**src/design/bpc_pkg.sv**
```systemverilog
// bpc_pkg: shared constants for the block permutation cipher
// field widths, command codes, pad byte and the default block limit
// no dependencies
package bpc_pkg;

    localparam int MAX_BLOCK_DEF = 64;
    localparam int SIZE_W        = 7;
    localparam int KEY_W         = 6;
    localparam int BYTE_W        = 8;
    localparam int CMP_W         = 9;
    localparam int KEY_RANGE     = 64;

    localparam logic [BYTE_W-1:0] PAD_BYTE = 8'h20;

    localparam logic CMD_KEY  = 1'b0;
    localparam logic CMD_DATA = 1'b1;

endpackage

```
**src/design/bpc_ram.sv**
```systemverilog
// bpc_ram: generic single-port-write, single-port-read RAM
// read data is registered and updates only while read is enabled
// no dependencies
module bpc_ram #(
    parameter int WIDTH = 8,
    parameter int DEPTH = 64,
    localparam int AW = (DEPTH > 1) ? $clog2(DEPTH) : 1
) (
    input  logic             i_clk,
    input  logic             i_we,
    input  logic [AW-1:0]    i_waddr,
    input  logic [WIDTH-1:0] i_wdata,
    input  logic             i_re,
    input  logic [AW-1:0]    i_raddr,
    output logic [WIDTH-1:0] o_rdata
);

    logic [WIDTH-1:0] r_mem [DEPTH];
    logic [WIDTH-1:0] r_rdata;

    always_ff @(posedge i_clk) begin
        if (i_we) begin
            r_mem[i_waddr] <= i_wdata;
        end
        if (i_re) begin
            r_rdata <= r_mem[i_raddr];
        end
    end

    assign o_rdata = r_rdata;

endmodule

```
**src/design/block_permutation_cipher.sv**
```systemverilog
// block_permutation_cipher: a key load is accepted in idle; a data byte passes key lookup, then buffer write
// a completing byte starts emission of effective block size bytes at one per cycle while the receiver keeps up;
// an end of message on a partial block first adds a pad pass over the remaining slots
// reset clears control state, block_size to 64 and fill to zero; key and buffer undefined
// depends on bpc_pkg and bpc_ram
module block_permutation_cipher #(
    parameter int MAX_BLOCK = bpc_pkg::MAX_BLOCK_DEF
) (
    input  logic                       i_clk,
    input  logic                       i_rst_n,
    input  logic                       i_valid,
    output logic                       o_ready,
    input  logic                       i_cmd,
    input  logic [bpc_pkg::KEY_W-1:0]  i_key_pos,
    input  logic [bpc_pkg::KEY_W-1:0]  i_key_value,
    input  logic [bpc_pkg::BYTE_W-1:0] i_data_byte,
    input  logic                       i_end_of_message,
    output logic                       o_valid,
    input  logic                       i_ready,
    output logic [bpc_pkg::BYTE_W-1:0] o_out_byte,
    output logic                       o_block_last,
    input  logic                       i_cfg_we,
    input  logic [bpc_pkg::SIZE_W-1:0] i_cfg_wdata
);

    import bpc_pkg::*;

    localparam int AW = (MAX_BLOCK > 1) ? $clog2(MAX_BLOCK) : 1;

    localparam logic [1:0] S_IDLE  = 2'd0;
    localparam logic [1:0] S_PLACE = 2'd1;
    localparam logic [1:0] S_PAD   = 2'd2;
    localparam logic [1:0] S_EMIT  = 2'd3;

    logic [1:0]        r_state, n_state;
    logic [SIZE_W-1:0] r_size;
    logic [SIZE_W-1:0] r_fill, n_fill;
    logic [SIZE_W-1:0] r_idx, n_idx;
    logic              r_pend, n_pend;
    logic [BYTE_W-1:0] r_byte, n_byte;
    logic              r_eom, n_eom;
    logic              r_out_vld;
    logic [BYTE_W-1:0] r_out_byte;
    logic              r_out_last;

    logic [SIZE_W-1:0] eff;
    logic              in_acc;
    logic              pad_iss;
    logic              emit_iss;
    logic              load;

    logic [AW-1:0]     w_slot_tab [KEY_RANGE];

    logic              key_we;
    logic [AW-1:0]     key_waddr;
    logic              key_re;
    logic [AW-1:0]     key_raddr;
    logic [AW-1:0]     key_rdata;
    logic              buf_we;
    logic [BYTE_W-1:0] buf_wdata;
    logic [BYTE_W-1:0] buf_rdata;

    // key value reduced to a slot number
    for (genvar g = 0; g < KEY_RANGE; g++) begin : g_slot
        assign w_slot_tab[g] = AW'(g % MAX_BLOCK);
    end

    // effective block size
    always_comb begin
        priority if (r_size == '0) begin
            eff = SIZE_W'(1);
        end else if (CMP_W'(r_size) > CMP_W'(MAX_BLOCK)) begin
            eff = SIZE_W'(MAX_BLOCK);
        end else begin
            eff = r_size;
        end
    end

    assign o_ready  = (r_state == S_IDLE);
    assign in_acc   = i_valid && o_ready;
    assign pad_iss  = (r_state == S_PAD) && (r_idx < eff);
    assign load     = (r_state == S_EMIT) && r_pend && (!r_out_vld || i_ready);
    assign emit_iss = (r_state == S_EMIT) && (r_idx < eff) && (!r_pend || load);

    assign key_we    = in_acc && (i_cmd == CMD_KEY) && (CMP_W'(i_key_pos) < CMP_W'(MAX_BLOCK));
    assign key_waddr = AW'(i_key_pos);
    assign key_re    = (in_acc && (i_cmd == CMD_DATA)) || pad_iss;
    assign key_raddr = (r_state == S_IDLE) ? AW'(r_fill) : AW'(r_idx);

    assign buf_we    = (r_state == S_PLACE) || ((r_state == S_PAD) && r_pend);
    assign buf_wdata = (r_state == S_PLACE) ? r_byte : PAD_BYTE;

    bpc_ram #(
        .WIDTH (AW),
        .DEPTH (MAX_BLOCK)
    ) u_key_ram (
        .i_clk   (i_clk),
        .i_we    (key_we),
        .i_waddr (key_waddr),
        .i_wdata (w_slot_tab[i_key_value]),
        .i_re    (key_re),
        .i_raddr (key_raddr),
        .o_rdata (key_rdata)
    );

    bpc_ram #(
        .WIDTH (BYTE_W),
        .DEPTH (MAX_BLOCK)
    ) u_buf_ram (
        .i_clk   (i_clk),
        .i_we    (buf_we),
        .i_waddr (key_rdata),
        .i_wdata (buf_wdata),
        .i_re    (emit_iss),
        .i_raddr (AW'(r_idx)),
        .o_rdata (buf_rdata)
    );

    always_comb begin
        n_state = r_state;
        n_fill  = r_fill;
        n_idx   = r_idx;
        n_pend  = r_pend;
        n_byte  = r_byte;
        n_eom   = r_eom;
        unique case (r_state)
            S_IDLE: begin
                if (in_acc && (i_cmd == CMD_DATA)) begin
                    n_fill  = r_fill + SIZE_W'(1);
                    n_byte  = i_data_byte;
                    n_eom   = i_end_of_message;
                    n_state = S_PLACE;
                end
            end
            S_PLACE: begin
                n_pend = 1'b0;
                priority if ((r_fill < eff) && !r_eom) begin
                    n_state = S_IDLE;
                end else if (r_fill < eff) begin
                    n_idx   = r_fill;
                    n_state = S_PAD;
                end else begin
                    n_idx   = '0;
                    n_state = S_EMIT;
                end
            end
            S_PAD: begin
                n_pend = pad_iss;
                if (pad_iss) begin
                    n_idx = r_idx + SIZE_W'(1);
                end else begin
                    n_idx   = '0;
                    n_state = S_EMIT;
                end
            end
            S_EMIT: begin
                n_pend = emit_iss || (r_pend && !load);
                if (emit_iss) begin
                    n_idx = r_idx + SIZE_W'(1);
                end
                if ((r_idx == eff) && !r_pend) begin
                    n_fill  = '0;
                    n_state = S_IDLE;
                end
            end
            default: begin
                n_state = S_IDLE;
            end
        endcase
    end

    always_ff @(posedge i_clk) begin
        if (!i_rst_n) begin
            r_state   <= S_IDLE;
            r_size    <= SIZE_W'(64);
            r_fill    <= '0;
            r_idx     <= '0;
            r_pend    <= 1'b0;
            r_out_vld <= 1'b0;
        end else begin
            r_state <= n_state;
            r_fill  <= n_fill;
            r_idx   <= n_idx;
            r_pend  <= n_pend;
            if (i_cfg_we) begin
                r_size <= i_cfg_wdata;
            end
            if (load) begin
                r_out_vld <= 1'b1;
            end else if (i_ready) begin
                r_out_vld <= 1'b0;
            end
        end
    end

    always_ff @(posedge i_clk) begin
        r_byte <= n_byte;
        r_eom  <= n_eom;
        if (load) begin
            r_out_byte <= buf_rdata;
            r_out_last <= (r_idx == eff);
        end
    end

    assign o_valid      = r_out_vld;
    assign o_out_byte   = r_out_byte;
    assign o_block_last = r_out_last;

    // read pending only while padding or emitting
    a_pend_state: assert property (@(posedge i_clk) disable iff (!i_rst_n)
        r_pend |-> (r_state == S_PAD || r_state == S_EMIT))
        else $error("read pending outside pad or emit");

    // a buffer write lasts exactly one cycle per data request
    a_place_once: assert property (@(posedge i_clk) disable iff (!i_rst_n)
        (r_state == S_PLACE) |=> (r_state != S_PLACE))
        else $error("place state held twice");

    // emission index never runs past the block
    a_emit_idx: assert property (@(posedge i_clk) disable iff (!i_rst_n)
        (r_state == S_EMIT) |-> (r_idx <= eff))
        else $error("emit index past block size");

    // a full emission returns to idle with an empty block
    a_emit_done: assert property (@(posedge i_clk) disable iff (!i_rst_n)
        ((r_state == S_EMIT) && (r_idx == eff) && !r_pend)
        |=> ((r_state == S_IDLE) && (r_fill == '0)))
        else $error("emission did not finish cleanly");

    // output register only loads when it is free or being drained
    a_no_overwrite: assert property (@(posedge i_clk) disable iff (!i_rst_n)
        (r_out_vld && !i_ready) |-> !load)
        else $error("stalled output overwritten");

endmodule

```
**config.mk**
```make
export PLATFORM = sky130hd
export DESIGN_NAME = block_permutation_cipher
export DESIGN_NICKNAME = d
export VERILOG_FILES = /design/src/design/bpc_pkg.sv /design/src/design/bpc_ram.sv /design/src/design/block_permutation_cipher.sv
export SDC_FILE = /design/constraint.sdc
export NUM_CORES = 1
export LEC_CHECK = 0
export ABC_CLOCK_PERIOD_IN_PS = 3550
export BUFFER_PORTS_ARGS = -buffer_cell sky130_fd_sc_hd__buf_4
export CAP_MARGIN = 20
export CELL_PAD_IN_SITES_DETAIL_PLACEMENT = 1
export CELL_PAD_IN_SITES_GLOBAL_PLACEMENT = 2
export CORE_MARGIN = 3
export CORE_UTILIZATION = 23
export DETAILED_ROUTE_END_ITERATION = 7
export GPL_TIMING_DRIVEN = 1
export PLACE_DENSITY = 0.54
export SYNTH_ARGS = -nofsm -noshare
export SYNTH_HDL_FRONTEND = slang
export SYNTH_SLANG_ARGS = --single-unit
```
**constraint.sdc**
```tcl
create_clock -name i_clk -period 3.55 [get_ports i_clk]
set_input_delay 0.71 -clock i_clk [delete_from_list [all_inputs] [get_ports i_clk]]
set_output_delay 0.71 -clock i_clk [all_outputs]
set_load 0.01 [all_outputs]
```
== Yosys cells after proc, flatten, opt, wreduce, memory -nomap -nowiden ==
Memories as Yosys holds them, arrays and structs flattened. A register that Yosys moved wholly into a read port is not among the register bits.
Index checks and enable logic that the tools add are counted.

* RAM bits: 896
* Input port bits: 34
* Register bits after elaboration: 43
* Word-level logic and storage cells: 87
* Bits in read-only memories: 384
* Memories: 3

* Bitwise gates (word level): 2
* Multiplexer cells: 27
* Add/subtract/negate cells: 2
* Reduce and logical (&&, ||, !) cells: 30
* Eq/ne operators: 9
* Magnitude comparators: 4

{| class="wikitable"
|+ Memory list
! name !! words !! width !! rd ports !! clocked after Yosys merged registers in !! write ports !! line !! source
|-
| u_buf_ram.r_mem || 64 || 8 || 1 || 1 || 1 || bpc_ram.sv:18 || <nowiki>logic [WIDTH-1:0] r_mem [DEPTH];</nowiki>
|-
| (no name shown) || 64 || 6 || 1 || 0 || 0 || block_permutation_cipher.sv:100 || <nowiki>.i_wdata (w_slot_tab[i_key_value]),</nowiki>
|-
| u_key_ram.r_mem || 64 || 6 || 1 || 1 || 1 || bpc_ram.sv:18 ||
|}

{| class="wikitable"
|+ Operator list
! cell !! number
|-
| 7-bit two-way mux || 8
|-
| 7-bit case mux with 3 select lines || 1
|-
| 6-bit two-way mux || 3
|-
| 7-bit by 1-bit adder with 7-bit output (second input constant) || 2
|-
| 7-bit < comparator || 2
|-
| 7-bit case mux with 2 select lines || 1
|-
| 1-bit logical AND || 12
|-
| 3-bit AND reduction || 3
|-
| 2-bit two-way mux || 4
|-
| 8-bit two-way mux || 1
|-
| 2-bit case mux with 4 select lines || 1
|-
| 7-bit equality test || 1
|-
| 7-bit >= comparator (second input constant) || 1
|-
| 7-bit > comparator (second input constant) || 1
|-
| 7-bit logical NOT || 1
|-
| 1-bit two-way mux || 7
|-
| 6-bit inverter with 7-bit output || 1
|-
| 2-bit inequality test (second input constant) || 3
|-
| 1-bit logical OR || 5
|-
| 2-bit equality test (second input constant) || 2
|-
| 1-bit logical NOT || 4
|-
| 2-bit by 1-bit inequality test with 1-bit output (second input constant) || 2
|-
| 2-bit nonzero test || 2
|-
| 1-bit case mux with 3 select lines || 1
|-
| other kinds (5) || 5
|}

== Depth between registers and ports, before layout ==
* Word-level depth: 8
* Depth in mapped cells: 13
* Gate-level depth less buffers: 10

== By module ==
From an unflattened synthesis, not the netlist that was laid out.

* Cells, all modules: 1894
* Area, all modules: 37863.8 um2

{| class="wikitable"
|+ By module, submodules not included
! module !! times used !! cells each !! area each (um2)
|-
| bpc_ram (u_buf_ram) || 1 || 940 || 20246.9
|-
| bpc_ram (u_key_ram) || 1 || 720 || 15285.9
|-
| block_permutation_cipher || 1 || 234 || 2331.0
|}

== Least setup slack after synthesis ==
OpenSTA, ideal clock, no wires.

* Path type: reg-to-reg
* From: reg r_idx[0]
* To: reg u_buf_ram.r_rdata[0] (netlist: u_buf_ram.o_rdata[0]) (read register of u_buf_ram.r_mem) (enable)
* Data arrival time: 2491 ps
* Path buffers: 4
* Library setup time: 385 ps
* Clock period less this slack: 2876 ps
* Path slack: 674 ps
* Stages on the path, launching flop included: 12
* Cells stage by stage: dfxtp_1 > buf_2 > buf_4 > buf_4 > buf_2 > inv_1 > ha_1 > nor2b_1 > o21ai_0 > a21oi_1 > or2_2 > nor3b_1

* Word-level cells in the longest chain between the ends: 3

{| class="wikitable"
|+ RTL lines
! element !! line !! source
|-
| start, declared || block_permutation_cipher.sv:38 || <nowiki>logic [SIZE_W-1:0] r_idx, n_idx;</nowiki>
|-
| start signal, assigned || block_permutation_cipher.sv:183 || <nowiki>r_idx <= n_idx;</nowiki>
|-
| 7-bit < comparator || block_permutation_cipher.sv:83 || <nowiki>assign emit_iss = (r_state == S_EMIT) && (r_idx < eff) && (!r_pend || load);</nowiki>
|-
| 1-bit logical AND (2 in series) || block_permutation_cipher.sv:83 ||
|-
| named net emit_iss || block_permutation_cipher.sv:49 || <nowiki>logic emit_iss;</nowiki>
|-
| end, declared || bpc_ram.sv:19 || <nowiki>logic [WIDTH-1:0] r_rdata;</nowiki>
|}

The timed path passes the listed nets, and every way through them passes these cells.
A chain may end at the register's enable or synchronous reset.

==> results.cfg <==
[final_layout]
antennaDiodeCount = 0
area_growth_pct = 18.3
drive_gt1_share_pct = 24.7
final_util_pct = 27.5
stdcell_count = 4558
layout.nets = 2338

[cts]
cts_tree = yes
cts_buffers = 100
clockBufferDepth = 3
insertion_delay_ns = 0.70
ctsResizeCount = 0
postCtsHoldBufs = 0
clk_pin_slew_worst_paths_ns = 0.06
post_cts_buffers = 0
ctsRootBufferMaster = clkbuf_16
htree_levels = 3
cts.sinks = 953

[timing]
period_minus_slack_ns = 3.36
drv_slew = 0
tightest_slew_ns = 1.21
finClkSkew_ns = 0.0301
fmax_mhz = 298
tns_ns = 0
fin_crit_sh_pct = 94.6
finalHoldViolCount = 0
relSlewSlack_pct = 19.2
finalSetupViolCount = 0
grt_setup_unrepaired = no

[pwr]
power.density_nw_per_um2 = 562
fin_total_pwr_uw = 25600
vdd_drop_max_uv = 401
power_leakage_uw = 0.0144

[floorplan]
rows = 149
start_util_pct = 23.2
io_pins = 45
design.core.area_um2 = 166000
die_h_um = 415
dieArea_um2 = 172000
die_w_um = 415

[logic_synthesis]
avgSynthCellArea_um2 = 18.2
syn_nets = 2165
ys_seq_area_share_pct = 73.7
async_flop_share_pct = 0
synth_ff_type = edfxtp_1
yosysUniqueCellTypes = 67
synth_edf_count = 928
syn_area_um2 = 38500
postSynthCellCount = 2116
yosys_warnings = 0
synth-seq-cells = 953

[drt]
drtAntennaViolNets = 0
drc_errors = 0
drtIter0Drc = 1547
drt_first_pass_iters = 5
viasPerCell = 4.47
post_drt_wl_per_cell_um = 23.9
via_count = 20400
finalWirelength_um = 109000

[setup_path]
path_max_fanout = 12
rr_worst_depth = 7
worst-path-stages = 7
cp_slowest_cell = a21oi_1
endpoint = u_key_ram.o_rdata[2]
critPathMaxStageDelay_ns = 0.97
critPathArrivalTime_ns = 3.90
r2r-end = u_key_ram.o_rdata[2]
crit_path_end_kind = flop
timing_worst_setup_path_type = flop to flop
reg2reg_slack_ns = 0.19
path_buf_inv = 1
path_cells = or2_1 > inv_2 > a21oi_1 > nand2_1 > nor4_1 > a2111oi_2 > nand4_1
cp_top_family = simple AND/OR/NAND/NOR gates
cp.required_ns = 4.10
worstSetupStartpointType = flop

[place]
port_buffers = 44
hpwl_um = 68000
gp_congestion = 0.747
dp_cells = 4375

[global_route]
grt_pass1_vias = 21900
grt_pass1_wl_um = 158000
grt.total_usage_pct = 12.4
overflow = 0
grt_max_degree = 76
antenna_found_initial = 3

[outcome]
status = completed

[min_path]
worstHoldPathType = primary input to flop

[run]
cap_violations = 0
[synthesized netlist by cell type, types with 15 or more instances]
| cell | instances | area, um^2 |
|---|---|---|
| o21ai_0 | 16 | 80.1 |
| mux2i_1 | 91 | 911 |
| buf_2 | 44 | 220 |
| o22ai_1 | 24 | 150 |
| mux2_2 | 24 | 270 |
| buf_1 | 26 | 97.6 |
| nor2_1 | 190 | 713 |
| edfxtp_1 | 928 | 27900 |
| a21oi_1 | 59 | 295 |
| nor2b_1 | 41 | 257 |
| mux4_2 | 184 | 4140 |
| nand3_1 | 25 | 125 |
| nand2_1 | 95 | 357 |
| dfxtp_1 | 25 | 500 |
| and3_1 | 42 | 263 |
| ha_1 | 15 | 188 |
| nor4_1 | 25 | 156 |
| clkbuf_1 | 44 | 165 |
| a211oi_1 | 42 | 315 |
[worst min-delay path by stage]
stage,from,to,slack [ns],cells after the start
floorplan,u_buf_ram.o_rdata[0],o_out_byte[0],0.40,0
global placement,u_buf_ram.o_rdata[3],o_out_byte[3],0.48,0
detailed placement,u_buf_ram.o_rdata[6],o_out_byte[6],0.46,0
CTS,i_data_byte[0],r_byte[0],0.12,1
global route,i_data_byte[6],r_byte[6],0.14,1
finish,i_data_byte[0],r_byte[0],0.19,1
[worst reg2reg max path: stages (launching register included)]
cell and delay [ns]:
dfxtp_1 0.44, or2_1 0.19, inv_2 0.13, a21oi_1 0.97
nand2_1 0.39, nor4_1 0.87, a2111oi_2 0.11, nand4_1 0.13
[report_power, final]
| group | switching, uW | leakage, uW | internal [uW] |
|---|---|---|---|
| clock | 4450 | 0.00156 | 5880 |
| sequential | 108 | 0.00895 | 12400 |
| combinational | 1610 | 0.00391 | 1110 |
| total | 6170 | 0.0144 | 19400 |
[area by class of cell]
class                   instances  area (um^2)
fillers                     17300       120000
clock buffers                 123         2690
repair buffers                191         1580
clock inverters                59          497
flip-flops and latches        953        28400
inverters                       9         33.8
well taps                    2189         2740
multi-input cells            1034         9600
[sequential cells by signal, summed over array words and instances, names as in the netlist, named ones only]
name,count
u_buf_ram.o_rdata,8
u_key_ram.r_mem,384
r_idx,7
u_buf_ram.r_mem,512
r_eom,1
o_block_last,1
o_out_byte,8
o_valid,1
u_key_ram.o_rdata,6
r_fill,7
r_byte,8
r_size,7
r_pend,1
r_state,1
[routing by layer]
layer	share of wire (%)	up-vias	track usage, %
met4	2.5	2	3.54
li1	-	8909	-
met3	3.9	142	1.95
met2	48	412	20.5
met1	45	10900	16.9
met5	0.012	-	0
[per-stage QoR]
step	hold WS (ns)	instance area (um^2)	setup WS (ns)
5_1_grt	0.141	45500	0.0509
4_1_cts	0.120	45500	0.197
3_3_place_gp	0.479	42300	0.370
2_1_floorplan	0.400	38500	0.674
6_report	0.192	45500	0.192
3_5_place_dp	0.464	42300	0.211
[cells in the final DEF, fill, tap and decap left out, types with 7 or more instances in the layout]
cell and n:
edfxtp_1 928, nor2_1 190, mux4_2 184, buf_4 180, clkbuf_16 102, nand2_1 94, mux2i_1 91, a21oi_1 57
and3_1 42, a211oi_1 42, nor2b_1 41, nand3_1 25, nor4_1 25, mux2_2 24, o22ai_1 24, clkinv_1 22
dfxtp_1 21, clkinv_2 19, o21ai_0 16, ha_1 15, clkbuf_1 15, o32ai_1 12, a221oi_1 12, buf_12 10
nor3_1 9, or3_1 9, nand4_1 9, inv_1 8, and2_2 7, bufinv_16 7
[cell families after synthesis]
family,count (synthesis),share of synthesized area (%)
flip-flops,953,73.7
AND/OR/NAND/NOR,488,6.12
buffers and inverters,129,1.48
adder cells (fa/ha/maj),15,0.488
XOR/XNOR,10,0.228
multiplexers,299,13.8
AO/OA/AOI/OAI,222,4.14
(Power assumes the default switching activity.)
